===== config.mk =====
export PLATFORM = sky130hd
export DESIGN_NAME = polynomial_multiplier
export DESIGN_NICKNAME = d
export VERILOG_FILES = /design/src/design/pmul_pkg.sv /design/src/design/pmul_ram.sv /design/src/design/pmul_mac.sv /design/src/design/pmul_ctrl.sv /design/src/design/polynomial_multiplier.sv
export SDC_FILE = /design/constraint.sdc
export NUM_CORES = 2
export LEC_CHECK = 0
export BUFFER_PORTS_ARGS = -buffer_cell sky130_fd_sc_hd__buf_2
export CORE_ASPECT_RATIO = 0.7
export CORE_MARGIN = 3
export CORE_UTILIZATION = 60
export DETAILED_ROUTE_END_ITERATION = 16
export GPL_TIMING_DRIVEN = 1
export PLACE_DENSITY = 0.76
export SLEW_MARGIN = 10
export SYNTH_ARGS = -nofsm -noshare
export SYNTH_HDL_FRONTEND = slang
export SYNTH_HIERARCHICAL = 1
export SYNTH_SLANG_ARGS = --single-unit

===== constraint.sdc =====
create_clock -name clock -period 15.4 [get_ports clock]
set_input_delay 0.77 -clock clock [delete_from_list [all_inputs] [get_ports clock]]
set_output_delay 0.77 -clock clock [all_outputs]
set_load 0.005 [all_outputs]

===== src/design/pmul_pkg.sv =====
`default_nettype none
// ----------------------------------------------------------------------------
// Polynomial multiplier package
// Sizes, command codes, state codes and the structs shared by the block.
// ----------------------------------------------------------------------------
package pmul_pkg;

   localparam int MAX_TERMS   = 32;
   localparam int COEF_WIDTH  = 16;
   localparam int REQ_COEF_W  = 16;
   localparam int PROD_W      = 37;
   localparam int POWER_W     = 6;
   localparam int ADDR_W      = $clog2(MAX_TERMS);
   localparam int CNT_W       = $clog2(MAX_TERMS + 1);
   localparam int POW_W       = $clog2(2 * MAX_TERMS - 1);
   localparam int REQ_DATA_W  = ((REQ_COEF_W + 7) / 8) * 8;
   localparam int RSP_DATA_W  = ((PROD_W + POWER_W + 7) / 8) * 8;

   typedef logic signed [COEF_WIDTH-1:0] coef_type;

   typedef enum logic [1:0] {
      CMD_LOAD_A = 2'd0,
      CMD_LOAD_B = 2'd1,
      CMD_MUL    = 2'd2
   } cmd_type;

   typedef enum logic [4:0] {
      ST_IDLE  = 5'b00001,
      ST_SETUP = 5'b00010,
      ST_ISSUE = 5'b00100,
      ST_DRAIN = 5'b01000,
      ST_EMIT  = 5'b10000
   } state_type;

   typedef struct packed {
      logic valid;
      logic first;
   } mac_ctl_type;

   typedef struct packed {
      logic               load;
      logic [POWER_W-1:0] power;
      logic               last;
      logic               err;
   } emit_type;

   function automatic coef_type coef_trim(input logic [REQ_COEF_W-1:0] raw);
      logic [31:0] wide;
      wide = 32'(raw);
      return wide[COEF_WIDTH-1:0];
   endfunction

endpackage
`default_nettype wire


===== src/design/pmul_ram.sv =====
`default_nettype none
// ----------------------------------------------------------------------------
// Generic RAM
// One write port and one read port with registered read data.
// ----------------------------------------------------------------------------
module pmul_ram #(
   parameter  int WIDTH = 16,
   parameter  int DEPTH = 32,
   localparam int AW    = (DEPTH > 1) ? $clog2(DEPTH) : 1
) (
   input  wire logic             clock,
   input  wire logic             wr_en,
   input  wire logic [AW-1:0]    wr_addr,
   input  wire logic [WIDTH-1:0] wr_data,
   input  wire logic [AW-1:0]    rd_addr,
   output logic      [WIDTH-1:0] rd_data
);

   logic [WIDTH-1:0] mem_ff [DEPTH];

   always_ff @(posedge clock) begin
      if (wr_en) begin
         mem_ff[wr_addr] <= wr_data;
      end
      rd_data <= mem_ff[rd_addr];
   end

endmodule
`default_nettype wire


===== src/design/pmul_mac.sv =====
`default_nettype none
// ----------------------------------------------------------------------------
// Polynomial multiplier multiply-accumulate unit
// One shared multiplier, registered, feeding a wide accumulator.
// ----------------------------------------------------------------------------
module pmul_mac
   import pmul_pkg::*;
(
   input  wire logic              clock,
   input  wire logic              reset,
   input  wire mac_ctl_type       mac_ctl,
   input  wire coef_type          opnd_a,
   input  wire coef_type          opnd_b,
   output logic [PROD_W-1:0]      acc
);

   mac_ctl_type tag1_ff, tag1_in, tag2_ff, tag2_in;
   logic signed [2*COEF_WIDTH-1:0] prod_ff, prod_in;
   logic signed [PROD_W-1:0]       prod_ext;
   logic [PROD_W-1:0]              acc_ff, acc_in;

   always_comb begin
      tag1_in  = mac_ctl;
      tag2_in  = tag1_ff;
      prod_in  = opnd_a * opnd_b;
      prod_ext = PROD_W'(prod_ff);
      acc_in   = acc_ff;
      if (tag2_ff.valid) begin
         acc_in = tag2_ff.first ? prod_ext : acc_ff + prod_ext;
      end
   end

   always_ff @(posedge clock) begin
      if (reset) begin
         tag1_ff <= '0;
         tag2_ff <= '0;
      end else begin
         tag1_ff <= tag1_in;
         tag2_ff <= tag2_in;
      end
      prod_ff <= prod_in;
      acc_ff  <= acc_in;
   end

   assign acc = acc_ff;

endmodule
`default_nettype wire


===== src/design/pmul_ctrl.sv =====
`default_nettype none
// ----------------------------------------------------------------------------
// Polynomial multiplier sequencer
// Takes load and multiply items, keeps the operand counts and walks the
// convolution terms through the shared multiply-accumulate unit.
// ----------------------------------------------------------------------------
module pmul_ctrl
   import pmul_pkg::*;
(
   input  wire logic                  clock,
   input  wire logic                  reset,
   input  wire logic                  req_tvalid,
   output logic                       req_tready,
   input  wire logic [1:0]            req_cmd,
   input  wire logic                  out_free,
   output logic                       wr_a,
   output logic                       wr_b,
   output logic [ADDR_W-1:0]          wr_addr_a,
   output logic [ADDR_W-1:0]          wr_addr_b,
   output logic [ADDR_W-1:0]          rd_addr_a,
   output logic [ADDR_W-1:0]          rd_addr_b,
   output mac_ctl_type                mac_ctl,
   output emit_type                   emit
);

   state_type          state_ff, state_in;
   logic [CNT_W-1:0]   cnt_a_ff, cnt_a_in, cnt_b_ff, cnt_b_in;
   logic [POW_W-1:0]   p_ff, p_in;
   logic [ADDR_W-1:0]  i_ff, i_in;
   logic               drain_ff, drain_in;
   logic               err_ff, err_in;

   logic [POW_W:0]     p_ext, ca_ext, cb_ext, top_w, lo_w, hi_w, j_w;
   logic [ADDR_W-1:0]  i_lo, i_hi;
   logic               p_last, accept;

   always_comb begin
      p_ext  = (POW_W+1)'(p_ff);
      ca_ext = (POW_W+1)'(cnt_a_ff);
      cb_ext = (POW_W+1)'(cnt_b_ff);
      top_w  = ca_ext + cb_ext - (POW_W+1)'(2);
      p_last = (p_ext == top_w);
      lo_w   = p_ext - cb_ext + (POW_W+1)'(1);
      i_lo   = (p_ext >= cb_ext) ? lo_w[ADDR_W-1:0] : '0;
      hi_w   = ca_ext - (POW_W+1)'(1);
      i_hi   = (p_ext < ca_ext) ? p_ext[ADDR_W-1:0] : hi_w[ADDR_W-1:0];
      j_w    = p_ext - (POW_W+1)'(i_ff);
   end

   assign req_tready = (state_ff == ST_IDLE);
   assign accept     = req_tvalid && req_tready;
   assign wr_addr_a  = cnt_a_ff[ADDR_W-1:0];
   assign wr_addr_b  = cnt_b_ff[ADDR_W-1:0];
   assign rd_addr_a  = i_ff;
   assign rd_addr_b  = j_w[ADDR_W-1:0];

   always_comb begin
      state_in      = state_ff;
      cnt_a_in      = cnt_a_ff;
      cnt_b_in      = cnt_b_ff;
      p_in          = p_ff;
      i_in          = i_ff;
      drain_in      = drain_ff;
      err_in        = err_ff;
      wr_a          = 1'b0;
      wr_b          = 1'b0;
      mac_ctl       = '0;
      emit.load     = 1'b0;
      emit.power    = err_ff ? '0 : POWER_W'(p_ff);
      emit.last     = err_ff || p_last;
      emit.err      = err_ff;
      case (state_ff)
         ST_IDLE: begin
            if (accept) begin
               case (req_cmd)
                  CMD_LOAD_A: begin
                     if (cnt_a_ff < CNT_W'(MAX_TERMS)) begin
                        wr_a     = 1'b1;
                        cnt_a_in = cnt_a_ff + CNT_W'(1);
                     end
                  end
                  CMD_LOAD_B: begin
                     if (cnt_b_ff < CNT_W'(MAX_TERMS)) begin
                        wr_b     = 1'b1;
                        cnt_b_in = cnt_b_ff + CNT_W'(1);
                     end
                  end
                  CMD_MUL: begin
                     p_in = '0;
                     if (cnt_a_ff == '0 || cnt_b_ff == '0) begin
                        err_in   = 1'b1;
                        state_in = ST_EMIT;
                     end else begin
                        err_in   = 1'b0;
                        state_in = ST_SETUP;
                     end
                  end
                  default: begin
                  end
               endcase
            end
         end
         ST_SETUP: begin
            i_in     = i_lo;
            state_in = ST_ISSUE;
         end
         ST_ISSUE: begin
            mac_ctl.valid = 1'b1;
            mac_ctl.first = (i_ff == i_lo);
            if (i_ff == i_hi) begin
               drain_in = 1'b0;
               state_in = ST_DRAIN;
            end else begin
               i_in = i_ff + ADDR_W'(1);
            end
         end
         ST_DRAIN: begin
            drain_in = 1'b1;
            if (drain_ff) begin
               state_in = ST_EMIT;
            end
         end
         ST_EMIT: begin
            if (out_free) begin
               emit.load = 1'b1;
               if (emit.last) begin
                  cnt_a_in = '0;
                  cnt_b_in = '0;
                  state_in = ST_IDLE;
               end else begin
                  p_in     = p_ff + POW_W'(1);
                  state_in = ST_SETUP;
               end
            end
         end
         default: begin
            state_in = ST_IDLE;
         end
      endcase
   end

   always_ff @(posedge clock) begin
      if (reset) begin
         state_ff <= ST_IDLE;
         cnt_a_ff <= '0;
         cnt_b_ff <= '0;
      end else begin
         state_ff <= state_in;
         cnt_a_ff <= cnt_a_in;
         cnt_b_ff <= cnt_b_in;
      end
      p_ff     <= p_in;
      i_ff     <= i_in;
      drain_ff <= drain_in;
      err_ff   <= err_in;
   end

   a_mul_leaves_idle: assert property (@(posedge clock) disable iff (reset)
      accept && req_cmd == CMD_MUL |=> state_ff != ST_IDLE)
      else $error("multiply item did not start the sequencer");

   a_count_range: assert property (@(posedge clock) disable iff (reset)
      cnt_a_ff <= CNT_W'(MAX_TERMS) && cnt_b_ff <= CNT_W'(MAX_TERMS))
      else $error("operand count beyond store size");

   a_term_range: assert property (@(posedge clock) disable iff (reset)
      state_ff == ST_ISSUE |-> i_ff >= i_lo && i_ff <= i_hi)
      else $error("term index outside the convolution window");

   a_err_is_last: assert property (@(posedge clock) disable iff (reset)
      emit.load && emit.err |-> emit.last)
      else $error("error item not marked last");

endmodule
`default_nettype wire


===== src/design/polynomial_multiplier.sv =====
`default_nettype none
// ----------------------------------------------------------------------------
// Polynomial multiplier
// Loads two coefficient lists and emits the coefficients of their product.
//
//   channel | ports      | tdata                           | tuser / tlast
//   --------+------------+---------------------------------+------------------
//   request | req_*      | coefficient                     | tuser: cmd
//   result  | rsp_*      | product_coefficient, power      | tuser: empty_error
//                                                           | tlast: last
//
// A load item is written to its store on acceptance and the sequencer stays
// ready. A multiply item is accepted, then per output power the sequencer
// runs setup, issues one term per cycle, drains the pipeline and hands the
// coefficient off. An empty operand is accepted and hands off one error item.
// A stalled result channel holds the sequencer only at that hand-off.
// Reset clears the counts and the sequencer; the stores need no clearing.
// ----------------------------------------------------------------------------
module polynomial_multiplier
   import pmul_pkg::*;
(
   input  wire logic                  clock,
   input  wire logic                  reset,
   input  wire logic                  req_tvalid,
   output logic                       req_tready,
   input  wire logic [REQ_DATA_W-1:0] req_tdata,   // coefficient
   input  wire logic [1:0]            req_tuser,   // cmd
   output logic                       rsp_tvalid,
   input  wire logic                  rsp_tready,
   output logic [RSP_DATA_W-1:0]      rsp_tdata,   // product_coefficient, power
   output logic                       rsp_tlast,
   output logic                       rsp_tuser    // empty_error
);

   logic                       wr_a, wr_b, out_free;
   logic [ADDR_W-1:0]          wr_addr_a, wr_addr_b, rd_addr_a, rd_addr_b;
   coef_type                   coef_in, opnd_a, opnd_b;
   mac_ctl_type                mac_ctl;
   emit_type                   emit;
   logic [PROD_W-1:0]          acc;

   logic                       rsp_valid_ff, rsp_valid_in;
   logic [RSP_DATA_W-1:0]      rsp_data_ff, rsp_data_in;
   logic                       rsp_last_ff, rsp_last_in;
   logic                       rsp_err_ff, rsp_err_in;

   assign coef_in = coef_trim(req_tdata[REQ_COEF_W-1:0]);

   pmul_ctrl u_ctrl (
      .clock      (clock),
      .reset      (reset),
      .req_tvalid (req_tvalid),
      .req_tready (req_tready),
      .req_cmd    (req_tuser),
      .out_free   (out_free),
      .wr_a       (wr_a),
      .wr_b       (wr_b),
      .wr_addr_a  (wr_addr_a),
      .wr_addr_b  (wr_addr_b),
      .rd_addr_a  (rd_addr_a),
      .rd_addr_b  (rd_addr_b),
      .mac_ctl    (mac_ctl),
      .emit       (emit)
   );

   pmul_ram #(.WIDTH(COEF_WIDTH), .DEPTH(MAX_TERMS)) u_store_a (
      .clock   (clock),
      .wr_en   (wr_a),
      .wr_addr (wr_addr_a),
      .wr_data (coef_in),
      .rd_addr (rd_addr_a),
      .rd_data (opnd_a)
   );

   pmul_ram #(.WIDTH(COEF_WIDTH), .DEPTH(MAX_TERMS)) u_store_b (
      .clock   (clock),
      .wr_en   (wr_b),
      .wr_addr (wr_addr_b),
      .wr_data (coef_in),
      .rd_addr (rd_addr_b),
      .rd_data (opnd_b)
   );

   pmul_mac u_mac (
      .clock   (clock),
      .reset   (reset),
      .mac_ctl (mac_ctl),
      .opnd_a  (opnd_a),
      .opnd_b  (opnd_b),
      .acc     (acc)
   );

   assign out_free = !rsp_valid_ff || rsp_tready;

   always_comb begin
      rsp_valid_in = rsp_valid_ff;
      rsp_data_in  = rsp_data_ff;
      rsp_last_in  = rsp_last_ff;
      rsp_err_in   = rsp_err_ff;
      if (emit.load) begin
         rsp_valid_in = 1'b1;
         rsp_data_in  = RSP_DATA_W'({emit.power, (emit.err ? '0 : acc)});
         rsp_last_in  = emit.last;
         rsp_err_in   = emit.err;
      end else if (rsp_tready) begin
         rsp_valid_in = 1'b0;
      end
   end

   always_ff @(posedge clock) begin
      if (reset) begin
         rsp_valid_ff <= 1'b0;
      end else begin
         rsp_valid_ff <= rsp_valid_in;
      end
      rsp_data_ff <= rsp_data_in;
      rsp_last_ff <= rsp_last_in;
      rsp_err_ff  <= rsp_err_in;
   end

   assign rsp_tvalid = rsp_valid_ff;
   assign rsp_tdata  = rsp_data_ff;
   assign rsp_tlast  = rsp_last_ff;
   assign rsp_tuser  = rsp_err_ff;

endmodule
`default_nettype wire

==> results.tsv <==
stage	metric	value	unit
outcome	status	complete, no violations	
timing	Final min period	6454	ps
clocking	CTS tree	done	
final_layout	share of post-route cells with drive strength above 1	8.493	%
floorplanning	core area	0.09825	mm²
final_layout	synth-to-layout area growth	7.896	%
power_and_ir_drop	pwr dens	216.9	mW/mm²
worst_setup_path	Critical Path RT	15980	ps
placed_design	RD Place Congestion	0.9122	
synth	Syn Area/Cell	14.12	µm²
global_routing	vias in the first global route	33280	
final_layout	filler cell count	6946	
global_routing	gr ovfl total	0	
synth	Yosys cell types	80	
detailed_routing	drt wl/cell	23.37	µm
synth	warning count from the yosys run	6	
clocking	Clock Tree Root	clkbuf_16	
clocking	clock tree sinks	1205	
timing	Rel. slew slack	20.03	%
synth	EDFF count, synth	1119	
worst_setup_path	Crit Path Max Fanout	16	
floorplanning	top-level I/O count	74	
timing	RSZ-0062 raised after global routing	false	
clocking	Post-CTS Resized	0	
floorplanning	Rows	96	
power_and_ir_drop	Design Power	0.01393	W
clocking	Hold Buf Count CTS	0	
timing	final setup fails	0	
timing	Worst Slack Setup Final	8946	ps
run	max-cap viol count	0	
timing	max-slew violations	0	
worst_setup_path	R2R Path Start	u_store_b/rd_data[7]	
worst_setup_path	r2r setup slk	8950	ps
worst_setup_path	critical path launch point type	flop	
global_routing	initial antenna violation count	2	
timing	Hold Fails Final Rpt	0	
clocking	H-tree levels	3	
placed_design	HPWL after DPL	83290	µm
final_layout	post-layout util	65.39	%
timing	fmax	154.9	MHz
synth	Yosys top cell area share	56.43	%
synth	Yosys reg bits	1205	
worst_setup_path	Setup crit end	u_mac/prod_ff[31]	
timing	worst slew pin tran	1198	ps
synth	register area share after synthesis	59.32	%
global_routing	largest net degree at the start of global routing	107	
worst_setup_path	R2R depth	22	
worst_setup_path	Crit. Startpoint	u_store_b/rd_data[7]	
placed_design	Placement Cell Area	0.06094	mm²
clocking	clock-pin slew on the worst setup and hold paths	60	ps
detailed_routing	final wirelength	133400	µm
hold_path	HP Class	input port to flop	
worst_setup_path	RR Endpoint	u_mac/prod_ff[31]	
worst_setup_path	Worst Path Arrival	7030	ps
placed_design	port bufs	68	
detailed_routing	# DRC	0	
final_layout	Layout Nets	4734	
timing	setup TNS	0	ps
synth	Post-synth ARST share	0	%
detailed_routing	DR vias/cell	6.021	
synth	count leader, synth	edfxtp_1	
power_and_ir_drop	Leakage	24.48	nW
detailed_routing	initial DRC count	3519	
placed_design	worst slack, placed	8947	ps
floorplanning	Die ar.	0.1031	mm²
clocking	# Post-CTS Setup Buffers	0	
synth	Post-Synthesis Cells	4217	
synth	Post-synth top cells	1119 x edfxtp_1, 515 x mux2i_1, 341 x inv_1	
timing	worst clock skew	39.37	ps
synth	Netlist Area Pre-Place	0.05955	mm²
clocking	CTS Buf Count	104	
timing	crit share post-route	41.91	%
clocking	clock buffer depth	3	
final_layout	Finished Cell Area	0.06425	mm²
clocking	clock latency on the worst-skew pair	710	ps
worst_setup_path	WS Path Type	flop to flop	
global_routing	global-route usage over all layers	25.74	%
power_and_ir_drop	VDD IR max	0.5231	mV
floorplanning	die width	382.5	µm
worst_setup_path	Setup crit end kind	flop	
floorplanning	initial core utilization	60.61	%
global_routing	first-pass GRT wire length	201600	µm
detailed_routing	vias post-DR	34360	
detailed_routing	DRT antenna net count	0	
floorplanning	die height	269.6	µm
synth	synth top area cells	edfxtp_1 56%, fa_1 9.0%, mux2i_1 8.7%	
synth	main flop type after synthesis	edfxtp_1	
synth	cell taking the most area after synthesis	edfxtp_1	
detailed_routing	DR pass1 iterations	5	
power by group:
part | switching [W] | leakage, nW | internal (W)
registers | 0.0000860 | 10.8 | 0.00380
logic | 0.00419 | 12.1 | 0.00330
clock network | 0.00116 | 1.61 | 0.00140
worst min path at each step:
stage,depth (start not counted),endpoint,start
6_report,2,u_mac/tag2_ff[1],reset
3_5_place_dp,1,u_mac/tag2_ff[0],u_mac/tag1_ff[0]
4_1_cts,2,u_ctrl/cnt_a_ff[0],reset
5_1_grt,2,u_mac/tag1_ff[1],reset
2_1_floorplan,1,u_mac/tag2_ff[0],u_mac/tag1_ff[0]
3_3_place_gp,1,u_mac/tag2_ff[0],u_mac/tag1_ff[0]
critical path, cell delays in order, from the launching register on:
cell	delay, ps
dfxtp_1	710
nand2_1	170
fa_1	570
inv_1	50
fa_1	510
inv_1	70
fa_1	530
inv_1	50
fa_1	440
fa_1	490
inv_1	50
fa_1	470
inv_1	40
ha_1	350
a21o_1	200
or3_1	330
o2111ai_1	120
a21oi_1	110
a31oi_1	370
nor2_1	120
o31a_1	310
o22ai_1	200
xnor2_1	100
cells in the final DEF (no fill, tap or decap), types with 7 or more instances in the layout:
master / netlist / routed
clkbuf_1: 67 / 22
fa_1: 267 / 267
a21o_1: 34 / 34
xor2_1: 31 / 31
nand2_1: 261 / 261
xnor2_1: 73 / 71
nand3_1: 87 / 87
inv_1: 341 / 340
nand4_1: 43 / 43
and2_1: 132 / 129
nor2_1: 149 / 138
nor2b_1: 49 / 45
buf_2: 41 / 68
clkinv_2: 0 / 19
clkbuf_16: 0 / 104
buf_4: 56 / 95
o21ai_0: 64 / 64
a211oi_1: 15 / 15
edfxtp_1: 1119 / 1119
a21oi_1: 137 / 137
mux2i_1: 515 / 515
a31oi_1: 40 / 40
a22oi_1: 128 / 128
a22o_1: 66 / 66
o21a_1: 7 / 7
ha_1: 156 / 156
nand3b_1: 14 / 14
nor2_2: 0 / 11
bufinv_16: 0 / 9
o21bai_1: 13 / 13
or3_1: 9 / 9
nand2b_1: 15 / 15
clkinv_1: 0 / 31
nor3_1: 53 / 53
and2b_2: 7 / 7
dfxtp_1: 86 / 85
state kept, by name (all words and copies together) (netlist names), 2 cells and up:
signal and flops:
rsp_tdata 43, u_ctrl/cnt_a_ff 6, u_ctrl/cnt_b_ff 6, u_ctrl/p_ff 6, u_ctrl/rd_addr_a 5, u_ctrl/state_ff 5, u_mac/acc 37, u_mac/prod_ff 32
u_mac/tag1_ff 2, u_mac/tag2_ff 2, u_store_a/mem_ff 512, u_store_a/rd_data 16, u_store_b/mem_ff 512, u_store_b/rd_data 16
cell type report:
| type | instances | area (µm²) | share of cell area, % |
|---|---|---|---|
| Multi-Input combinational cell | 2469 | 21590 | 33.60 |
| Clock buffer | 126 | 2685 | 4.179 |
| Timing Repair Buffer | 164 | 1074 | 1.671 |
| Clock inverter | 71 | 615.6 | 0.9581 |
| Antenna cell | 3 | 7.507 | 0.01168 |
| Sequential cell | 1205 | 35330 | 54.98 |
| Tap cell | 1323 | 1655 | 2.576 |
| Inverter | 345 | 1303 | 2.027 |
metal layers:
layer | global-route usage, % | vias up | share of wire, %
li1 | - | 15420 | -
met1 | 38.52 | 17160 | 43
met2 | 37.54 | 1567 | 44
met3 | 7.120 | 203 | 11
met4 | 6.493 | 2 | 2.4
met5 | 0.5556 | - | 0.0090
per-stage QoR:
stage | hold slack [ps] | instances
6_report | 417.2 | 5706
5_1_grt | 388.9 | 5703
4_1_cts | 376.6 | 5703
3_5_place_dp | 438.1 | 5506
3_3_place_gp | 420.8 | 5506
2_1_floorplan | 413.8 | 4221
cell families (layout without fill, tap and decap cells):
| logic type | Yosys count | in the layout | share of synthesized area (%) |
|---|---|---|---|
| other cells | 1 | 8 | 0.006297 |
| mux | 517 | 517 | 8.694 |
| fa+ha+maj | 423 | 423 | 12.25 |
| compound gates | 564 | 564 | 6.444 |
| xor+xnor | 105 | 105 | 1.557 |
| buf+inv | 547 | 706 | 4.585 |
| flops | 1205 | 1205 | 59.32 |
| simple gates | 855 | 855 | 7.142 |
(Power assumes the default switching activity.)
